### src/rtl/kea_pkg.sv
// Package for the union-find edge acceptor: fixed field widths, limits,
// and the command and status bundles between the controller and the datapath.
// No dependencies.
package kea_pkg;

   // Fixed widths of the item fields
   localparam int NODE_PORT_W   = 10;
   localparam int WEIGHT_PORT_W = 16;
   localparam int TOTAL_W       = 26;
   localparam int COUNT_W       = 10;
   localparam int RANK_W        = 4;

   // Saturation limits
   localparam logic [TOTAL_W-1:0] TOTAL_MAX = {TOTAL_W{1'b1}};
   localparam logic [COUNT_W-1:0] COUNT_MAX = {COUNT_W{1'b1}};
   localparam logic [RANK_W-1:0]  RANK_MAX  = {RANK_W{1'b1}};

   // Controller to datapath commands
   typedef struct packed {
      logic load;         // capture a new item
      logic clr_write;    // write one entry of the clearing pass
      logic clr_totals;   // zero the running weight and edge count
      logic cur_from_u;   // start the walk at the first endpoint
      logic cur_from_v;   // start the walk at the second endpoint
      logic cur_follow;   // step to the parent just read
      logic save_ru;      // hold current node as the first root
      logic save_rv;      // hold current node as the second root
      logic merge_write;  // link the lower-rank root below the other
      logic raise_write;  // bump the rank of the surviving root
      logic accumulate;   // add the weight, count the edge, flag acceptance
   } cmd_type;

   // Datapath to controller status
   typedef struct packed {
      logic clr_last;      // clearing pass is at the last entry
      logic new_graph;     // held item asks for a fresh graph
      logic in_range;      // both endpoints below the node count
      logic is_root;       // entry just read points at itself
      logic roots_differ;  // the two roots are distinct
      logic ranks_equal;   // the two roots have equal rank
   } status_type;

endpackage

### src/rtl/kea_ctrl.sv
// Controller for the union-find edge acceptor: sequences the clearing pass,
// the two root walks, the merge writes and the result strobe.
// Depends on kea_pkg.
module kea_ctrl (
   input  logic                clock,
   input  logic                reset,
   input  logic                start,
   input  kea_pkg::status_type status,
   output kea_pkg::cmd_type    cmd,
   output logic                busy,
   output logic                rsp_valid
);

   localparam logic [3:0] ST_IDLE     = 4'd0;
   localparam logic [3:0] ST_CLR_BOOT = 4'd1;
   localparam logic [3:0] ST_PREP     = 4'd2;
   localparam logic [3:0] ST_CLR_ITEM = 4'd3;
   localparam logic [3:0] ST_BEGIN    = 4'd4;
   localparam logic [3:0] ST_WAIT_U   = 4'd5;
   localparam logic [3:0] ST_CHECK_U  = 4'd6;
   localparam logic [3:0] ST_WAIT_V   = 4'd7;
   localparam logic [3:0] ST_CHECK_V  = 4'd8;
   localparam logic [3:0] ST_DECIDE   = 4'd9;
   localparam logic [3:0] ST_RAISE    = 4'd10;
   localparam logic [3:0] ST_REPORT   = 4'd11;

   logic [3:0] state_ff;
   logic [3:0] state_in;

   // Next state and commands
   always_comb begin
      state_in = state_ff;
      cmd      = '0;
      case (state_ff)
         ST_IDLE: begin
            if (start) begin
               cmd.load = 1'b1;
               state_in = ST_PREP;
            end
         end
         ST_CLR_BOOT: begin
            cmd.clr_write = 1'b1;
            if (status.clr_last) begin
               state_in = ST_IDLE;
            end
         end
         ST_PREP: begin
            if (status.new_graph) begin
               cmd.clr_totals = 1'b1;
               state_in       = ST_CLR_ITEM;
            end else begin
               state_in = ST_BEGIN;
            end
         end
         ST_CLR_ITEM: begin
            cmd.clr_write = 1'b1;
            if (status.clr_last) begin
               state_in = ST_BEGIN;
            end
         end
         ST_BEGIN: begin
            if (status.in_range) begin
               cmd.cur_from_u = 1'b1;
               state_in       = ST_WAIT_U;
            end else begin
               state_in = ST_REPORT;
            end
         end
         ST_WAIT_U: begin
            state_in = ST_CHECK_U;
         end
         ST_CHECK_U: begin
            if (status.is_root) begin
               cmd.save_ru    = 1'b1;
               cmd.cur_from_v = 1'b1;
               state_in       = ST_WAIT_V;
            end else begin
               cmd.cur_follow = 1'b1;
               state_in       = ST_WAIT_U;
            end
         end
         ST_WAIT_V: begin
            state_in = ST_CHECK_V;
         end
         ST_CHECK_V: begin
            if (status.is_root) begin
               cmd.save_rv = 1'b1;
               state_in    = ST_DECIDE;
            end else begin
               cmd.cur_follow = 1'b1;
               state_in       = ST_WAIT_V;
            end
         end
         ST_DECIDE: begin
            if (status.roots_differ) begin
               cmd.merge_write = 1'b1;
               cmd.accumulate  = 1'b1;
               state_in        = status.ranks_equal ? ST_RAISE : ST_REPORT;
            end else begin
               state_in = ST_REPORT;
            end
         end
         ST_RAISE: begin
            cmd.raise_write = 1'b1;
            state_in        = ST_REPORT;
         end
         ST_REPORT: begin
            state_in = ST_IDLE;
         end
         default: begin
            state_in = ST_IDLE;
         end
      endcase
   end

   // State register; reset starts the clearing pass
   always_ff @(posedge clock) begin
      if (reset) begin
         state_ff <= ST_CLR_BOOT;
      end else begin
         state_ff <= state_in;
      end
   end

   assign busy      = (state_ff != ST_IDLE);
   assign rsp_valid = (state_ff == ST_REPORT);

endmodule

### config.mk
export PLATFORM = sky130hd
export DESIGN_NAME = kea_ctrl
export DESIGN_NICKNAME = d
export VERILOG_FILES = /design/src/rtl/kea_pkg.sv /design/src/rtl/kea_ctrl.sv
export SDC_FILE = /design/constraint.sdc
export NUM_CORES = 1
export LEC_CHECK = 0
export ABC_CLOCK_PERIOD_IN_PS = 1300
export BUFFER_PORTS_ARGS = -buffer_cell sky130_fd_sc_hd__buf_2
export CORE_AREA = 2 2 39 41
export CTS_CLUSTER_SIZE = 14
export DETAILED_ROUTE_END_ITERATION = 6
export DIE_AREA = 0 0 41 43
export PLACE_DENSITY_LB_ADDON = 0.25
export SYNTH_ARGS = -nofsm -noshare
export SYNTH_HDL_FRONTEND = slang
export SYNTH_SLANG_ARGS = --single-unit
### constraint.sdc
create_clock -name clock -period 1.3 [get_ports clock]
set_input_delay 0 -clock clock [delete_from_list [all_inputs] [get_ports clock]]
set_output_delay 0 -clock clock [all_outputs]
set_load 0.01 [all_outputs]
# ---- Word-level counts from Yosys, hierarchy flattened
# Index checks and enable logic that the tools add are counted.
dict set report word_totals {
  inputBits 9
  regBits 4
}
dict set report op_classes {
  reduce_logical 5
  n_mux 25
  eq_ne 14
}
# operator count
set ops {}
lappend ops {{one-hot mux 4 bit (11 select lines)} 1}
lappend ops {{2-to-1 mux 4 bit} 5}
lappend ops {{2-to-1 mux 1 bit} 17}
lappend ops {{equality test 4 x 3 -> 1 bit (second input constant)} 4}
lappend ops {{equality test 4 bit (second input constant)} 4}
lappend ops {{equality test 4 x 2 -> 1 bit (second input constant)} 2}
lappend ops {{inequality test 2 bit (second input constant)} 3}
lappend ops {{equality test 4 x 1 -> 1 bit (second input constant)} 1}
lappend ops {{logical NOT 4 bit} 1}
lappend ops {{nonzero test 4 bit} 1}
lappend ops {{OR reduction 2 bit} 2}
lappend ops {{2-to-1 mux 3 bit} 1}
lappend ops {{AND reduction 3 bit} 1}
lappend ops {{2-to-1 mux 2 bit} 1}

# ---- Logic depth before layout (Yosys ltp)
# Gate-level depths: netlist (run 1).
dict set report depth {
  ltp_word 3
  depth_mapped 6
}

# ---- Least setup slack after synthesis (run 1)
# Ideal clock, no wire load.
dict set report synth_timing {
  path_type {register to register}
  startpoint {register state_ff[0]}
  endpoint {register state_ff[0]}
  arrival_time_ns 1.049
  setup_slack_ns 0.131
  setup_time_ns 0.120
  synth_period_minus_slack_ns 1.169
  stages_incl_launch_ff 5
  cell_sequence {dfxtp_1 -> buf_6 -> nor3b_1 -> a211o_1 -> a211o_1}
}
dict set report synth_via {
  elab_chain_len 3
  word_cells_on_any_way 16
}
# element line_no
set synth_rtl {}
lappend synth_rtl {{from (decl)} kea_ctrl.sv:27} ;# logic [3:0] state_ff;
lappend synth_rtl {{from (signal assigned)} kea_ctrl.sv:121} ;# state_ff <= state_in;
lappend synth_rtl {{equality test 4 x 1 -> 1 bit, or another cell as far along} kea_ctrl.sv:34} ;# case (state_ff)
lappend synth_rtl {{inequality test 2 bit (no line)} --}
lappend synth_rtl {{AND reduction 3 bit (no line)} --}
# Several ways; a longest one is shown, not always the timed one.
# A chain may end at the register's enable or synchronous reset.

# ---- Final worst setup path (run 1)
dict set report layout_timing {
  startpoint {register state_ff[3]}
  endpoint {register state_ff[0]}
}
# Same word-level chain as after synthesis.

==> reports/results.ini, run 1 <==
[cells_and_area]
final_common_cell=buf_2
layout_common_cells=buf_2 (21), nor2_1 (9), buf_4 (9)
nets=112
area.growth.synth_to_final_pct=45.5
n_antenna_cell=0
drive_gt1_share_pct=44.6
utilization_pct=52.1
largest_reg_flops=4
fin_area_sq_um=721
regMostFlops=state_ff
top_regs=state_ff (4)

[timing]
drv_slew=0
fin_crit_ps=1270
slew_headroom_pct=81.8
finalHoldViolCount=0
report.final.setup_viol=0
finalCritPeriodShare_pct=97.6
clock.fmax_ghz=0.788
rsz0062_at_grt=true
finClkSkew_ps=0.220
tightest_slew_ps=272

[placement]
post_dp_cell_area_sq_um=624
portBuffers=21
gp_congestion=0.817
dp_hpwl_mm=1.04

[die]
die_y_microns=43
coreArea_sq_mm=0.00138
dieArea_sq_mm=0.00176
fp.dieW_microns=41
ios=22
core.rowCount=14
initial_core_util_pct=35.8

[setup_path]
slowest_stage=dfxtp_4
critPathCaptureType=flop
cp-startpoint=state_ff[3]$_SDFFE_PP0P_
regToRegSetupSlack_ps=30
cp_max_fo=7
rr_worst_depth=4
crit_chain=buf_4, buf_4, a211o_1, a211o_1
worst-endpoint-required_ps=1420
max_stage_delay_ps=360
cp.arrival_ps=1390
reg2reg_to=state_ff[0]$_SDFFE_PP1P_
cp.depth=4
worst_setup_path_start_kind=flop
crit_type=flop to flop
r2r-start=state_ff[3]$_SDFFE_PP0P_
cp_top_family=compound AO/OA/AOI/OAI gates
crit_buf_inv=2

[clock_tree]
cts_tree=yes
numClockSinks=4
cts_buffers=3
cts_max_level=1
clock_path_buffers=2
cts-root-buf=clkbuf_4
clkLatencyLatePin_ps=230
clk_pin_slew_worst_paths_ps=40

[yosys]
synth-compound-area-share_pct=32.1
synth.area.mux_share_pct=0
synth_fa_ha_area_share_pct=0
synth_xor_area_share_pct=0
yosysWarnings=0
ys_types=28
synth_seq_cells=4
syn_area_sq_um=495
netlist_instances=73
syn_avg_cell_area_sq_um=6.79
ys_seq_area_share_pct=16.2
synth-simple-area-share_pct=39.6
synth_top_family_by_area=simple AND/OR/NAND/NOR gates
synth_fp_nets=82

[grt]
antenna_found_initial=0
grt_pass1_wl_mm=2.17
overflow=0
grt_pass1_vias=519
grt_max_degree=16
grtUsageTotal_pct=18.0

[routing]
antenna_left=0
finalWirelength_mm=1.45
drc=0
dr_total_vias=622
drt_iter0_drc=14
drtPass1Iterations=4
wl_per_cell_microns=12.4
vias_per_cell=5.32

[power]
switchingPower_w=0.000156
combPwrFrac_pct=38.8
power.share.switching_pct=32.2
power.leakage_nw=0.345
power_frac_seq_pct=29.2
ir_worst_vdd_mv=0.357
intPower_w=0.000328
p_clk_share_pct=32.0
power_density_mw_per_mm2=671

[min_path]
min_path_type=primary input to flop
min_path_cells=3
min_to=state_ff[1]$_SDFFE_PP0P_
min_from=status[4]

[status]
outcome=complete, no violations

[job]
drv_cap=0

-- power by group through the flow --
stage	registers (W)	logic, W	clock network (W)
finish	0.000141	0.000188	0.000155
detailed placement	0.000142	0.000163	0
floorplan	0.000138	0.000115	0
CTS	0.000140	0.000171	0.000165
global placement	0.000142	0.000162	0
global route	0.000142	0.000207	0.000172
-- routing by layer --
metal	routed length [microns]	up-vias	global-route usage (%)
li1	-	316	-
met1	636	277	24.4
met2	714	25	24.7
met3	73	4	3.14
met4	26	0	12.0
met5	0	-	0
-- cell usage after synthesis --
master / number / area (sq um)
nor3_1: 3 / 15.0
buf_4: 4 / 30.0
o31a_1: 1 / 8.76
nor3b_1: 3 / 22.5
buf_2: 3 / 15.0
nand2b_1: 6 / 37.5
o21ai_0: 2 / 10.0
a21oi_2: 1 / 8.76
a21oi_1: 5 / 25.0
nor2_2: 1 / 6.26
dfxtp_1: 4 / 80.1
and4_1: 1 / 8.76
nor2_1: 11 / 41.3
o2bb2ai_1: 1 / 8.76
nor2b_1: 3 / 18.8
buf_6: 1 / 11.3
o22a_1: 1 / 8.76
o22ai_1: 1 / 6.26
a221o_1: 1 / 10.0
a211oi_1: 1 / 7.51
o211ai_1: 2 / 15.0
a211o_1: 2 / 17.5
nand2_1: 7 / 26.3
and3_1: 2 / 12.5
a21o_1: 2 / 15.0
a2bb2oi_1: 2 / 17.5
nand3b_1: 1 / 7.51
inv_1: 1 / 3.75
-- per-stage QoR --
step / instances / worst slack, ps / hold slack [ps] / TNS [ps] / total power [W]
after floorplan: 73 / 131 / 50.7 / 0 / 0.000253
after global routing: 117 / -7.35 / 173 / -15.5 / 0.000521
after detailed placement: 110 / 62.8 / 230 / 0 / 0.000305
after CTS: 114 / 6.41 / 149 / 0 / 0.000476
after global placement: 110 / 56.9 / 231 / 0 / 0.000303
final: 117 / 30.9 / 163 / 0 / 0.000484
-- repair_timing --
action,in CTS,in global routing
endpoints found under the hold margin,2,0
buffers inserted,0,3
gates resized for setup,6,8
endpoints found under the setup margin,6,7
hold buffers,1,0
pin swaps,1,3
-- worst register-to-register path: cells and delay by family (launching register included) --
kind | cells | cell delay, ps
AOI/OAI and AO/OA | 2 | 500
buffers and inverters | 2 | 280
DFF | 1 | 360
-- final cells by class --
type / instances / area (sq um)
clock buffers: 3 / 22.5
fillers: 132 / 663
inverters: 1 / 3.75
multi-input cells: 60 / 380
flip-flops and latches: 4 / 88.8
well taps: 16 / 20.0
repair buffers: 33 / 205
-- how the worst max path moves through the flow --
stage	endpoint	slack, ps
detailed placement	state_ff[0]$_SDFFE_PP1P_	60
global route	state_ff[2]$_SDFFE_PP0P_	-7
finish	state_ff[0]$_SDFFE_PP1P_	30
floorplan	state_ff[0]$_SDFFE_PP1P_	130
CTS	cmd[8]	6
global placement	state_ff[1]$_SDFFE_PP0P_	60
-- logic make-up (layout without fill, tap and decap cells) --
family	Yosys count	in the layout
simple gates	38	38
buf+inv	9	37
compound gates	22	22
flops	4	4
Note: power is estimated with default switching activity, not from simulation.
==> inputs of run 2 (changes only) <==
--- a/config.mk
+++ b/config.mk
@@ -5,12 +5,12 @@
 export SDC_FILE = /design/constraint.sdc
 export NUM_CORES = 1
 export LEC_CHECK = 0
-export ABC_CLOCK_PERIOD_IN_PS = 1300
-export BUFFER_PORTS_ARGS = -buffer_cell sky130_fd_sc_hd__buf_2
+export ABC_CLOCK_PERIOD_IN_PS = 1400
 export CORE_AREA = 2 2 39 41
 export CTS_CLUSTER_SIZE = 14
 export DETAILED_ROUTE_END_ITERATION = 6
 export DIE_AREA = 0 0 41 43
+export DONT_BUFFER_PORTS = 1
 export PLACE_DENSITY_LB_ADDON = 0.25
 export SYNTH_ARGS = -nofsm -noshare
 export SYNTH_HDL_FRONTEND = slang
==> constraint.sdc (replaced) <==
create_clock -name clock -period 1.4 [get_ports clock]
set_input_delay 0 -clock clock [delete_from_list [all_inputs] [get_ports clock]]
set_output_delay 0 -clock clock [all_outputs]
set_load 0.01 [all_outputs]
==> run 2 against run 1 <==
Against the previous run:
- first-iteration DRC count grew 50%
- critical path type is now flop to primary output
- clock skew up 4.4 ps
- largest power group is now clock
- sequential share of layout area is 1.6 points higher
- cell area fell by 19%
- sequential cell count did not move
==> reports/results.ini, run 2 (synthesis results as in run 1) <==
[timing]
finalCritPeriodShare_pct=94.4
slew_headroom_pct=74.2
finalHoldViolCount=0
fin_crit_ps=1320
tightest_slew_ps=386
finClkSkew_ps=4.59
report.final.setup_viol=0
drv_slew=0
clock.fmax_ghz=0.757
rsz0062_at_grt=true
fin_setup_tns_ps=0

[placement]
dp_hpwl_microns=969
gp_congestion=0.789
dp_cells=89
portBuffers=0

[setup_path]
cp_top_family=simple AND/OR/NAND/NOR gates
r2r-start=state_ff[0]$_SDFFE_PP1P_
worst-endpoint-required_ps=1400
cp-startpoint=state_ff[0]$_SDFFE_PP1P_
crit_buf_inv=1
cp.arrival_ps=1320
crit_end=cmd[7]
max_stage_delay_ps=380
worst_setup_path_start_kind=flop
crit_type=flop to primary output
rr_worst_depth=5
critPathCaptureType=primary output
cp.depth=4
reg2reg_to=state_ff[1]$_SDFFE_PP0P_
slowest_stage=dfxtp_1
crit_chain=buf_4, nor2_4, nand2_1, nor3b_2
regToRegSetupSlack_ps=100
cp_max_fo=11

[cells_and_area]
area.growth.synth_to_final_pct=18.2
drive_gt1_share_pct=24.4
final_common_cell=nor2_1
final_cell_count_no_fill=94
n_antenna_cell=0
largest_reg_flops=4
fill_cells=157
top_regs=state_ff (4)
layout_common_cells=nor2_1 (9), buf_4 (8), nand2_1 (7)
regMostFlops=state_ff
nets=89

[power]
power_frac_seq_pct=32.5
power_density_mw_per_mm2=714
switchingPower_w=0.000140
ir_worst_vdd_mv=0.469
p_clk_share_pct=37.1
combPwrFrac_pct=30.4
power.leakage_nw=0.233
power.share.switching_pct=33.5
intPower_w=0.000278

[die]
fp.dieW_microns=41
ios=22
die_y_microns=43
dieArea_sq_mm=0.00176
coreArea_sq_mm=0.00138
initial_core_util_pct=35.8
core.rowCount=14

[grt]
overflow=0
met3_usage_pct=5.24
top_usage_layer=met2
grt_max_degree=13
met1_usage_pct=21.0
grt_pass1_vias=426
grtUsageMet2_pct=22.2
grt_pass1_wl_mm=1.88
antenna_found_initial=0
grtUsageTotal_pct=15.9

[clock_tree]
cts_max_level=1
clkLatencyLatePin_ps=250
numClockSinks=4
cts_tree=yes
postCtsSetupBuffers=0
clk_pin_slew_worst_paths_ps=40
cts_buffers=3
cts-root-buf=clkbuf_4
clock_path_buffers=2

[min_path]
min_path_type=primary input to flop

[routing]
wl_per_cell_microns=13.7
drtPass1Iterations=4
vias_per_cell=5.77
drt_iter0_drc=21
dr_total_vias=542
antenna_left=0
drc=0
finalWirelength_mm=1.29

[status]
outcome=complete, no violations

[job]
drv_cap=0

## run 2: cell types whose count changed in the layout (fill, tap and decap cells not counted), moves of 2 or more
cell / previous run / this run
dfxtp_1: 1 / 3
buf_6: 2 / 0
buf_2: 21 / 0
dfxtp_4: 2 / 0
## run 2: final cells by class
| type | count | area (sq um) | share of cell area, % |
|---|---|---|---|
| inverters | 1 | 3.75 | 0.641 |
| well taps | 16 | 20.0 | 3.42 |
| clock buffers | 3 | 22.5 | 3.85 |
| flip-flops and latches | 4 | 81.3 | 13.9 |
| repair buffers | 10 | 80.1 | 13.7 |
| multi-input cells | 60 | 378 | 64.5 |
## run 2: power by group through the flow
stage	Combinational [W]	Sequential, W	Clock [W]
2_1_floorplan	0.000107	0.000128	0
3_5_place_dp	0.000116	0.000136	0
3_3_place_gp	0.000114	0.000135	0
6_report	0.000127	0.000136	0.000155
4_1_cts	0.000122	0.000134	0.000156
5_1_grt	0.000140	0.000138	0.000162
## run 2: tightest hold or removal path: stages
cell     delay (ps)
nand2_1          40
nor2_2          110
a211o_1         100
## run 2: metrics by stage
step	total power, W	instance area, sq um	util (%)	setup slack (ps)	hold slack [ps]
6_report	0.000418	586	42.3	79.0	31.8
5_1_grt	0.000439	586	42.3	-16.8	66.2
4_1_cts	0.000412	569	41.1	6.48	65.8
3_5_place_dp	0.000252	519	37.5	91.8	76.5
3_3_place_gp	0.000250	519	37.5	89.9	77.4
2_1_floorplan	0.000235	495	-	231	50.7
## run 2: routing by layer
layer	routed length, microns	up-vias
met5	0	-
met4	17	0
met3	90	2
met2	612	19
met1	565	249
li1	-	272
## run 2: how the worst min path moves through the flow
stage          startpoint  depth (start not counted)                       end
6_report        status[4]                          3  state_ff[0]$_SDFFE_PP1P_
5_1_grt         status[4]                          3  state_ff[0]$_SDFFE_PP1P_
4_1_cts         status[4]                          3  state_ff[2]$_SDFFE_PP0P_
3_5_place_dp        reset                          1  state_ff[3]$_SDFFE_PP0P_
3_3_place_gp        reset                          1  state_ff[3]$_SDFFE_PP0P_
2_1_floorplan   status[2]                          1                    cmd[5]
## run 2: what timing repair did
item	4_1_cts	5_1_grt
resized for setup	2	5
gates cloned	0	0
pin swaps	0	1
setup endpoints to repair	3	6
hold buffers	2	0
hold endpoints to repair	4	0
==> inputs of run 3 (changes only) <==
--- a/config.mk
+++ b/config.mk
@@ -12,6 +12,7 @@
 export DIE_AREA = 0 0 41 43
 export DONT_BUFFER_PORTS = 1
 export PLACE_DENSITY_LB_ADDON = 0.25
+export REMOVE_ABC_BUFFERS = 1
 export SYNTH_ARGS = -nofsm -noshare
 export SYNTH_HDL_FRONTEND = slang
 export SYNTH_SLANG_ARGS = --single-unit
==> run 3 against run 2 <==
Against the previous run:
- cell area decreased by 1.7%
- critical path depth increased by 1
- die area unchanged
- via count decreased by 2.0%
- count of clock-buffer cells in the layout unchanged
- first-iteration DRC count decreased by 67%
==> reports/results.ini, run 3 (synthesis results as in run 1) <==
[timing]
finalCritPeriodShare_pct=93.9
clock.fmax_ghz=0.761
tightest_slew_ps=393
rsz0062_at_grt=false
drv_slew=0
slew_headroom_pct=73.8
setup_slack_ps=85.5
report.final.setup_viol=0
hold_slack_ps=23.3
fin_crit_ps=1310
finalHoldViolCount=0
fin_setup_tns_ps=0
finClkSkew_ps=1.03

[setup_path]
regToRegSetupSlack_ps=180
cp_common_cell=buf_4
worst-endpoint-required_ps=1400
slowest_stage=dfxtp_4
cp.arrival_ps=1310
max_stage_delay_ps=400
crit_type=flop to primary output
critPathCaptureType=primary output
worst_setup_path_start_kind=flop
cp_max_fo=12
crit_buf_inv=2
cp_top_family=flip-flops
crit_chain=nor2b_1, buf_4, a21oi_1, nor3_1, buf_4

[placement]
gp_congestion=0.773
portBuffers=0
post-place-ws_ps=36.1
dp_hpwl_microns=905
post_dp_cell_area_sq_um=527

[min_path]
min_path_type=primary input to flop

[grt]
overflow=0
antenna_found_initial=0
grt_pass1_wl_mm=1.89
grt_max_degree=16
grt_pass1_vias=469
grtUsageTotal_pct=15.8

[clock_tree]
cts-root-buf=clkbuf_4
cts_max_level=1
postCtsSetupBuffers=0
cts_buffers=3
numClockSinks=4
clock_path_buffers=2
clk_pin_slew_worst_paths_ps=40
cts_tree=yes
clkLatencyLatePin_ps=240

[routing]
finalWirelength_mm=1.26
dr_total_vias=531
antenna_left=0
vias_per_cell=5.65
drtPass1Iterations=4
wl_per_cell_microns=13.4
drc=0
drt_iter0_drc=7

[power]
power.leakage_nw=0.231
ir_worst_vdd_mv=0.467
power_density_mw_per_mm2=713

[cells_and_area]
multi_input_area_sq_um=365
utilization_pct=41.6
fill_cells=147
largest_reg_flops=4
drive_gt1_share_pct=25.6
top_regs=state_ff (4)
nets=89
regMostFlops=state_ff
n_antenna_cell=0
regArea_sq_um=86.3
fin_area_sq_um=576
area.growth.synth_to_final_pct=16.2
layout_common_cells=nor2_1 (9), buf_4 (9), nand2_1 (7)

[die]
dieArea_sq_mm=0.00176
coreArea_sq_mm=0.00138
fp.dieW_microns=41
initial_core_util_pct=35.8
ios=22
core.rowCount=14
die_y_microns=43

[status]
outcome=complete, no violations

[job]
drv_cap=0

## run 3: worst register-to-register path, cell delays in order (launching register included)
cell and delay, ps:
dfxtp_2 450, nor3b_1 320, nor2_1 80, o22a_1 200, a21oi_2 120
## run 3: final timing paths
path / start / endpoint / cells past startpoint
max: state_ff[2]$_SDFFE_PP0P_ / cmd[5] / 5
max reg2reg: state_ff[0]$_SDFFE_PP1P_ / state_ff[1]$_SDFFE_PP0P_ / 4
min: status[4] / state_ff[1]$_SDFFE_PP0P_ / 2
min reg2reg: state_ff[2]$_SDFFE_PP0P_ / state_ff[3]$_SDFFE_PP0P_ / 3
## run 3: layer usage
layer	vias up	global-route usage (%)	routed length, microns
li1	269	-	-
met1	245	19.9	602
met2	15	24.1	584
met3	2	6.28	60
met4	0	4.00	7
met5	-	0	0
## run 3: metrics by stage
stage                     power (W)  cells
after floorplan            0.000221     65
final                      0.000411     94
after global placement     0.000252     90
after detailed placement   0.000252     90
after CTS                  0.000415     94
after global routing       0.000437     94
## run 3: report_power, final
part           internal [W]  switching [W]  total (W)  leakage, nW
Combinational     0.0000578      0.0000612   0.000119        0.183
Clock             0.0000967      0.0000578   0.000154       0.0138
Sequential         0.000120      0.0000168   0.000137       0.0338
Total              0.000275       0.000136   0.000411        0.231
## run 3: area by class of cell
| cell class | count | share of cell area [%] |
|---|---|---|
| clock buffer | 3 | 3.91 |
| inverter | 1 | 0.652 |
| multi-input combinational | 60 | 63.5 |
| sequential | 4 | 15.0 |
| tap | 16 | 3.48 |
| timing repair buffer | 10 | 13.5 |
## run 3: repair_timing
action	4_1_cts	5_1_grt
gates resized for setup	1	6
hold buffers	1	0
endpoints found under the setup margin	1	8
hold endpoints to repair	4	0
